File: config.mk
export PLATFORM = sky130hd
export DESIGN_NAME = partition_fit_allocator
export DESIGN_NICKNAME = d
export VERILOG_FILES = /design/src/rtl/pfa_pkg.sv /design/src/rtl/pfa_fit_unit.sv /design/src/rtl/partition_fit_allocator.sv
export SDC_FILE = /design/constraint.sdc
export NUM_CORES = 1
export LEC_CHECK = 0
export ABC_CLOCK_PERIOD_IN_PS = 11290
export BUFFER_PORTS_ARGS = -buffer_cell sky130_fd_sc_hd__buf_2
export CORE_MARGIN = 1.5
export CORE_UTILIZATION = 31
export DETAILED_ROUTE_END_ITERATION = 10
export SKIP_LAST_GASP = 1
export SLEW_MARGIN = 25
export SYNTH_ARGS = -nofsm -noshare
export SYNTH_HDL_FRONTEND = slang
export SYNTH_HIERARCHICAL = 1
export SYNTH_SLANG_ARGS = --single-unit
export TNS_END_PERCENT = 1
File: constraint.sdc
create_clock -name i_clk -period 11.29 [get_ports i_clk]
set_clock_uncertainty 0.15 [all_clocks]
set_input_delay 1.129 -clock i_clk [delete_from_list [all_inputs] [get_ports i_clk]]
set_output_delay 1.129 -clock i_clk [all_outputs]
set_load 0.01 [all_outputs]
File: src/rtl/pfa_pkg.sv
// Package for the partition fit allocator.
// Holds the transaction structs, the slot record, the codes and the sizing constants.
// It depends on nothing else.
`timescale 1ns / 1ps

package pfa_pkg;

    localparam int unsigned SLOT_COUNT = 16;
    localparam int unsigned SLOT_IDX_W = $clog2(SLOT_COUNT);
    localparam int unsigned SLOT_CNT_W = $clog2(SLOT_COUNT + 1);

    localparam logic [22:0] MEM_BYTES = 23'd1048576;

    localparam logic       OP_ALLOC   = 1'b0;
    localparam logic       OP_RELEASE = 1'b1;

    localparam logic [1:0] POL_FIRST = 2'd0;
    localparam logic [1:0] POL_BEST  = 2'd1;
    localparam logic [1:0] POL_WORST = 2'd2;

    localparam logic [1:0] STAT_DONE      = 2'd0;
    localparam logic [1:0] STAT_FULL      = 2'd1;
    localparam logic [1:0] STAT_NOT_FOUND = 2'd2;

    typedef struct packed {
        logic        op;
        logic [23:0] owner_id;
        logic [20:0] req_size;
        logic [1:0]  policy;
    } t_req;

    typedef struct packed {
        logic [1:0]  status;
        logic [3:0]  slot_index;
        logic [19:0] grant_base;
        logic [4:0]  released_count;
    } t_rsp;

    typedef struct packed {
        logic [19:0] base;
        logic [20:0] size;
        logic [23:0] owner;
    } t_slot;

    typedef struct packed {
        logic                  start;
        logic                  eval;
        logic [SLOT_IDX_W-1:0] idx;
        logic                  is_last;
    } t_fit_ctl;

    typedef struct packed {
        logic                  found;
        logic [SLOT_IDX_W-1:0] pick;
        logic [19:0]           best_base;
        logic [SLOT_CNT_W-1:0] count;
        logic [19:0]           last_base;
        logic [20:0]           last_size;
    } t_fit_res;

    typedef enum logic [1:0] {
        ST_IDLE,
        ST_SCAN,
        ST_END,
        ST_DECIDE
    } t_state;

endpackage

File: src/rtl/pfa_fit_unit.sv
// Shared compare unit of the partition fit allocator: judges one slot record per cycle.
// Keeps the running fit choice, the release count and the last made slot's extent.
// Depends on pfa_pkg.
`timescale 1ns / 1ps

module pfa_fit_unit import pfa_pkg::*; (
    input  logic     i_clk,
    input  logic     i_rst_n,
    input  t_fit_ctl i_ctl,
    input  t_req     i_req,
    input  t_slot    i_slot,
    input  logic     i_busy,
    output logic     o_clr,
    output t_fit_res o_res
);

    logic                  r_found;
    logic [SLOT_IDX_W-1:0] r_pick;
    logic [20:0]           r_best_size;
    logic [19:0]           r_best_base;
    logic [SLOT_CNT_W-1:0] r_count;
    logic [19:0]           r_last_base;
    logic [20:0]           r_last_size;

    logic cand;
    logic better;
    logic take;

    always_comb begin
        o_clr  = i_ctl.eval && (i_req.op == OP_RELEASE) && i_busy
                 && (i_slot.owner == i_req.owner_id);
        cand   = !i_busy && (i_slot.size >= i_req.req_size);
        better = !r_found
                 || ((i_req.policy == POL_BEST) && (i_slot.size < r_best_size))
                 || ((i_req.policy == POL_WORST) && (i_slot.size > r_best_size));
        take   = i_ctl.eval && (i_req.op == OP_ALLOC) && cand && better;
    end

    always_ff @(posedge i_clk) begin
        if (!i_rst_n) begin
            r_found <= 1'b0;
            r_count <= '0;
        end else if (i_ctl.start) begin
            r_found <= 1'b0;
            r_count <= '0;
        end else begin
            if (take) begin
                r_found <= 1'b1;
            end
            if (o_clr) begin
                r_count <= r_count + 1'b1;
            end
        end
    end

    always_ff @(posedge i_clk) begin
        if (take) begin
            r_pick      <= i_ctl.idx;
            r_best_size <= i_slot.size;
            r_best_base <= i_slot.base;
        end
        if (i_ctl.eval && i_ctl.is_last) begin
            r_last_base <= i_slot.base;
            r_last_size <= i_slot.size;
        end
    end

    always_comb begin
        o_res.found     = r_found;
        o_res.pick      = r_pick;
        o_res.best_base = r_best_base;
        o_res.count     = r_count;
        o_res.last_base = r_last_base;
        o_res.last_size = r_last_size;
    end

endmodule

File: src/rtl/partition_fit_allocator.sv
// Top level of the partition fit allocator: sequencer, slot store, busy marks, result register.
// Depends on pfa_pkg and pfa_fit_unit.
//
//   Channel   Direction  Handshake                    Payload
//   in        to block   i_in_valid / o_in_stall      i_in_item  (t_req)
//   out       from block o_out_valid / i_out_stall    o_out_item (t_rsp)
//
// A transaction runs from acceptance through a scan of the slots made so far, one slot per
// cycle through the shared compare unit, then an end-address step (ST_END) and a commit step
// (ST_DECIDE) that loads the result register.
// Reset is synchronous and active low; it clears the busy marks, the made count and control.
// A result waiting in the output register does not block the next input transaction; only a
// commit waits for the register to be free.
`timescale 1ns / 1ps

module partition_fit_allocator import pfa_pkg::*; (
    input  logic i_clk,
    input  logic i_rst_n,
    input  logic i_in_valid,
    output logic o_in_stall,
    input  t_req i_in_item,
    output logic o_out_valid,
    input  logic i_out_stall,
    output t_rsp o_out_item
);

    t_state r_state;
    t_state n_state;

    t_req                  r_req;
    logic [SLOT_CNT_W-1:0] r_made;
    logic [SLOT_CNT_W-1:0] r_idx;
    logic                  r_pend;
    logic [SLOT_IDX_W-1:0] r_pidx;
    logic [SLOT_COUNT-1:0] r_busy;
    logic [21:0]           r_end;
    t_slot                 r_rd;
    logic                  r_out_valid;
    t_rsp                  r_out;

    t_slot mem [SLOT_COUNT];

    logic                  accept;
    logic                  issue;
    logic                  can_load;
    logic                  commit;
    logic                  wr_en;
    logic                  grow;
    logic [SLOT_IDX_W-1:0] wr_addr;
    t_slot                 wr_data;
    t_rsp                  rsp;
    logic                  append_ok;
    logic [22:0]           end_sum;
    t_fit_ctl              fit_ctl;
    t_fit_res              fit_res;
    logic                  fit_clr;
    logic [SLOT_COUNT-1:0] made_mask;

    assign accept   = i_in_valid && !o_in_stall;
    assign issue    = (r_state == ST_SCAN) && (r_idx < r_made);
    assign can_load = !r_out_valid || !i_out_stall;

    always_comb begin
        n_state = r_state;
        case (r_state)
            ST_IDLE: begin
                if (i_in_valid) begin
                    n_state = ST_SCAN;
                end
            end
            ST_SCAN: begin
                if (!issue) begin
                    n_state = ST_END;
                end
            end
            ST_END: begin
                n_state = ST_DECIDE;
            end
            ST_DECIDE: begin
                if (can_load) begin
                    n_state = ST_IDLE;
                end
            end
            default: begin
                n_state = ST_IDLE;
            end
        endcase
    end

    always_comb begin
        o_in_stall      = (r_state != ST_IDLE);
        commit          = (r_state == ST_DECIDE) && can_load;
        fit_ctl.start   = accept;
        fit_ctl.eval    = r_pend;
        fit_ctl.idx     = r_pidx;
        fit_ctl.is_last = ({1'b0, r_pidx} == (r_made - 1'b1));

        end_sum   = {1'b0, r_end} + {2'b00, r_req.req_size};
        append_ok = (r_made < SLOT_CNT_W'(SLOT_COUNT)) && (end_sum <= MEM_BYTES);

        rsp     = '0;
        wr_en   = 1'b0;
        grow    = 1'b0;
        wr_addr = fit_res.pick;
        wr_data = '{base: fit_res.best_base, size: r_req.req_size, owner: r_req.owner_id};

        if (r_req.op == OP_RELEASE) begin
            rsp.status         = (fit_res.count == '0) ? STAT_NOT_FOUND : STAT_DONE;
            rsp.released_count = fit_res.count;
        end else if (r_req.req_size == '0) begin
            rsp.status = STAT_FULL;
        end else if (fit_res.found) begin
            rsp.status     = STAT_DONE;
            rsp.slot_index = fit_res.pick;
            rsp.grant_base = fit_res.best_base;
            wr_en          = commit;
        end else if (append_ok) begin
            rsp.status     = STAT_DONE;
            rsp.slot_index = r_made[SLOT_IDX_W-1:0];
            rsp.grant_base = r_end[19:0];
            wr_addr        = r_made[SLOT_IDX_W-1:0];
            wr_data.base   = r_end[19:0];
            wr_en          = commit;
            grow           = commit;
        end else begin
            rsp.status = STAT_FULL;
        end
    end

    always_ff @(posedge i_clk) begin
        if (!i_rst_n) begin
            r_state     <= ST_IDLE;
            r_made      <= '0;
            r_idx       <= '0;
            r_pend      <= 1'b0;
            r_busy      <= '0;
            r_out_valid <= 1'b0;
        end else begin
            r_state <= n_state;
            r_pend  <= issue;
            if (accept) begin
                r_idx <= '0;
            end else if (issue) begin
                r_idx <= r_idx + 1'b1;
            end
            if (fit_clr) begin
                r_busy[r_pidx] <= 1'b0;
            end
            if (wr_en) begin
                r_busy[wr_addr] <= 1'b1;
            end
            if (grow) begin
                r_made <= r_made + 1'b1;
            end
            if (commit) begin
                r_out_valid <= 1'b1;
            end else if (!i_out_stall) begin
                r_out_valid <= 1'b0;
            end
        end
    end

    always_ff @(posedge i_clk) begin
        if (accept) begin
            r_req <= i_in_item;
        end
        if (issue) begin
            r_pidx <= r_idx[SLOT_IDX_W-1:0];
        end
        if (r_state == ST_END) begin
            r_end <= (r_made == '0) ? '0
                     : ({2'b00, fit_res.last_base} + {1'b0, fit_res.last_size});
        end
        if (commit) begin
            r_out <= rsp;
        end
    end

    always_ff @(posedge i_clk) begin
        if (wr_en) begin
            mem[wr_addr] <= wr_data;
        end
        r_rd <= mem[r_idx[SLOT_IDX_W-1:0]];
    end

    pfa_fit_unit u_fit (
        .i_clk   (i_clk),
        .i_rst_n (i_rst_n),
        .i_ctl   (fit_ctl),
        .i_req   (r_req),
        .i_slot  (r_rd),
        .i_busy  (r_busy[r_pidx]),
        .o_clr   (fit_clr),
        .o_res   (fit_res)
    );

    assign o_out_valid = r_out_valid;
    assign o_out_item  = r_out;

    always_comb begin
        for (int i = 0; i < SLOT_COUNT; i++) begin
            made_mask[i] = (SLOT_CNT_W'(i) < r_made);
        end
    end

    // The made count never passes the size of the table.
    a_made_bound: assert property (@(posedge i_clk) disable iff (!i_rst_n)
        r_made <= SLOT_CNT_W'(SLOT_COUNT))
        else $error("made count beyond slot table");

    // Only made slots can ever be busy.
    a_busy_made: assert property (@(posedge i_clk) disable iff (!i_rst_n)
        (r_busy & ~made_mask) == '0)
        else $error("busy mark on a slot that was never made");

    // A slot under evaluation belongs to the scan and lies within the made slots.
    a_pend_scan: assert property (@(posedge i_clk) disable iff (!i_rst_n)
        r_pend |-> ((r_state == ST_SCAN) && ({1'b0, r_pidx} < r_made)))
        else $error("slot evaluated outside the scan");

    // A commit always leaves a result in the output register.
    a_commit_out: assert property (@(posedge i_clk) disable iff (!i_rst_n)
        commit |=> r_out_valid)
        else $error("committed transaction left no result");

endmodule

==> impl_metrics.json <==
{
  "status": "completed",
  "worstPathCellList": "ha_1 > fa_1 > a211oi_1 > o21ai_1 > a32o_1 > a31oi_2 > xnor2_1 > a31o_1 > or4_4 > o41ai_4 > and2_1 > buf_4 > a31oi_2 > nor2_4 > buf_4 > buf_4",
  "wl_met2_mm": 59.2,
  "layout_min_cycle_time_ps": 7250,
  "cp_data_required_time_ps": 11520,
  "start_util_pct": 31.2,
  "grt_pass1_vias": 25500,
  "slew_violations": 0,
  "grt_pass1_wl_mm": 184,
  "cp_max_fo": 33,
  "arrival_ps": 7480,
  "place_area_um2": 55500,
  "clk_latency_ps": 780,
  "portBuffers": 84,
  "synth_edf_count": 1231,
  "fillerInstances": 15300,
  "path_class": "flop to flop",
  "utilization_pct": 35.9,
  "final-hold-violation-count": 0,
  "antenna_found_initial": 10,
  "drv_cap": 0,
  "instances_no_fill": 5015,
  "max_freq_mhz": 138,
  "drtPass1Iterations": 5,
  "hold_buffers": 0,
  "start_kind": "flop",
  "syn2layout_area_growth_pct": 15.1,
  "synth-async-reset-ratio_pct": 0,
  "slew_headroom_pct": 28.8,
  "stdcell_area_um2": 60100,
  "power.total_mw": 11.0,
  "yosysWarnings": 6,
  "vias_per_cell": 5.06,
  "cp-endpoint": "mem[3][40]$_DFFE_PP_",
  "ant_nets": 0,
  "ctsHtreeMaxLevel": 4,
  "final_common_cell": "edfxtp_1",
  "cts_buffers": 138,
  "ys_ff_latch": 1332,
  "dr.first_iter.drc_count": 2427,
  "cp_num_buf_inv": 3,
  "finalNetCount": 2843,
  "synthCells": 2522,
  "rsz0062_at_grt": "false",
  "grtUsageTotal_pct": 14.9,
  "met3_length_mm": 7.95,
  "startpoint": "r_req[2]$_DFFE_PP_",
  "routed_wl_mm": 127,
  "ys_types": 78,
  "regToRegStartpoint": "r_req[2]$_DFFE_PP_",
  "vias": 25400,
  "grt_max_degree": 153,
  "overflow": 0,
  "clk_pin_slew_ps": 60,
  "cpMostUsedCell": "buf_4",
  "core-area_um2": 167000,
  "end_kind": "flop",
  "setup_viol": 0,
  "fin_crit_sh_pct": 64.2,
  "register_area_um2": 39000,
  "cp.depth": 16,
  "route.detailed.drc": 0,
  "cts-resized-gates": 0,
  "hpwlAfterDp_mm": 75.6,
  "yosysSeqAreaShare_pct": 74.7,
  "critPathTopFamily": "compound AO/OA/AOI/OAI gates",
  "powerDensity_nw_per_um2": 183,
  "setup_tns_ps": 0,
  "num_rows": 150,
  "drive_gt1_share_pct": 25.2,
  "irDropWorstVdd_mv": 0.139,
  "synth.net_count": 2672,
  "tritoncts": "done",
  "hold_path.class": "flop to flop",
  "final_cell_mix": "1231 x edfxtp_1, 330 x mux4_2, 140 x clkbuf_16",
  "synth.avg_cell_area_um2": 20.7,
  "die_h_um": 413,
  "dp_cells": 4756,
  "dieWidth_um": 413,
  "wl_met1_mm": 56.9,
  "dr.max_layer_used": "met5",
  "gpl.final_weighted_congestion": 0.852,
  "root_buffer": "clkbuf_16",
  "r2r_cells": 16,
  "cts_max_path_buffers": 3,
  "syn-cell-area_um2": 52200,
  "reg2reg_slack_ps": 4040,
  "ios": 85,
  "cts_setup_buffers": 0,
  "max_stage_delay_ps": 760,
  "numClockSinks": 1332,
  "wl_per_cell_um": 25.3,
  "die-area_um2": 171000,
  "slowest_stage": "o41ai_4",
  "max_slew.worst_pin.slew_ps": 1060,
  "multi_input_area_um2": 12700,
  "p_leak_nw": 18.9,
  "synth_ff_type": "edfxtp_1",
  "r2r-end": "mem[3][40]$_DFFE_PP_"
}
==> registers in the layout, indices dropped and copies added, names as in the netlist, 16 cells and up <==
signal and cells:
o_out_item 31, u_fit/r_best_base 20, mem 1040, r_rd 65
r_end 22, r_req 48, u_fit/r_best_size 21, u_fit/r_last_size 21
u_fit/r_last_base 20, r_busy 16
==> synthesized netlist by cell type, types with 22 or more instances <==
library cell	instances	area share (%)
edfxtp_1	1231	71
mux4_2	330	14
dfxtp_1	101	3.9
ha_1	96	2.3
nor2_1	87	0.63
clkbuf_1	77	0.55
inv_1	65	0.47
a21oi_1	51	0.49
nand2_1	44	0.32
a21o_1	41	0.59
xor2_1	31	0.52
xnor2_1	29	0.49
a22o_1	27	0.45
nand3_1	23	0.22
o21ai_0	23	0.22
o21ai_1	22	0.21
==> how the worst min path moves through the flow <==
stage / start / to / cells after the start
after floorplan: r_rd[45]$_DFF_P_ / u_fit/r_best_base[0]$_DFFE_PP_ / 0
after global placement: r_rd[56]$_DFF_P_ / u_fit/r_best_base[11]$_DFFE_PP_ / 0
after detailed placement: r_rd[59]$_DFF_P_ / u_fit/r_last_base[14]$_DFFE_PP_ / 0
after CTS: r_rd[61]$_DFF_P_ / u_fit/r_best_base[16]$_DFFE_PP_ / 0
after global routing: r_rd[61]$_DFF_P_ / u_fit/r_best_base[16]$_DFFE_PP_ / 0
final: r_rd[61]$_DFF_P_ / u_fit/r_best_base[16]$_DFFE_PP_ / 0
==> per-layer routing <==
metal  up-vias  track usage (%)
met2       843             22.9
met5         -                0
li1      10800                -
met1     13600             21.6
met4         4             4.28
met3       163             2.50
==> metrics by stage <==
step / setup WS [ps] / hold WS, ps
floorplan: 3750 / 254
global placement: 4140 / 261
detailed placement: 4110 / 272
CTS: 4070 / 263
global route: 3660 / 264
finish: 4040 / 268
==> report_power, final <==
part           switching, mW  internal (mW)
Combinational          0.445          0.199
Sequential             0.176           5.64
Clock                   1.94           2.58
==> cell type report <==
| class | count | area share, % |
|---|---|---|
| inverters | 65 | 0.406 |
| repair buffers | 134 | 1.41 |
| well taps | 2204 | 4.59 |
| clock inverters | 54 | 1.09 |
| flip-flops and latches | 1332 | 64.9 |
| diodes | 2 | 0.00833 |
| multi-input cells | 1022 | 21.1 |
| clock buffers | 202 | 6.47 |
==> cells by family after synthesis <==
kind of cell             Yosys count  share of synthesized area, %
AO/OA/AOI/OAI                    258                          3.53
flip-flops                      1332                          74.7
XOR/XNOR                          60                          1.01
buffers and inverters            168                          1.28
AND/OR/NAND/NOR                  268                          2.65
multiplexers                     338                          14.4
adder cells (fa/ha/maj)           98                          2.38
(Power assumes the default switching activity.)
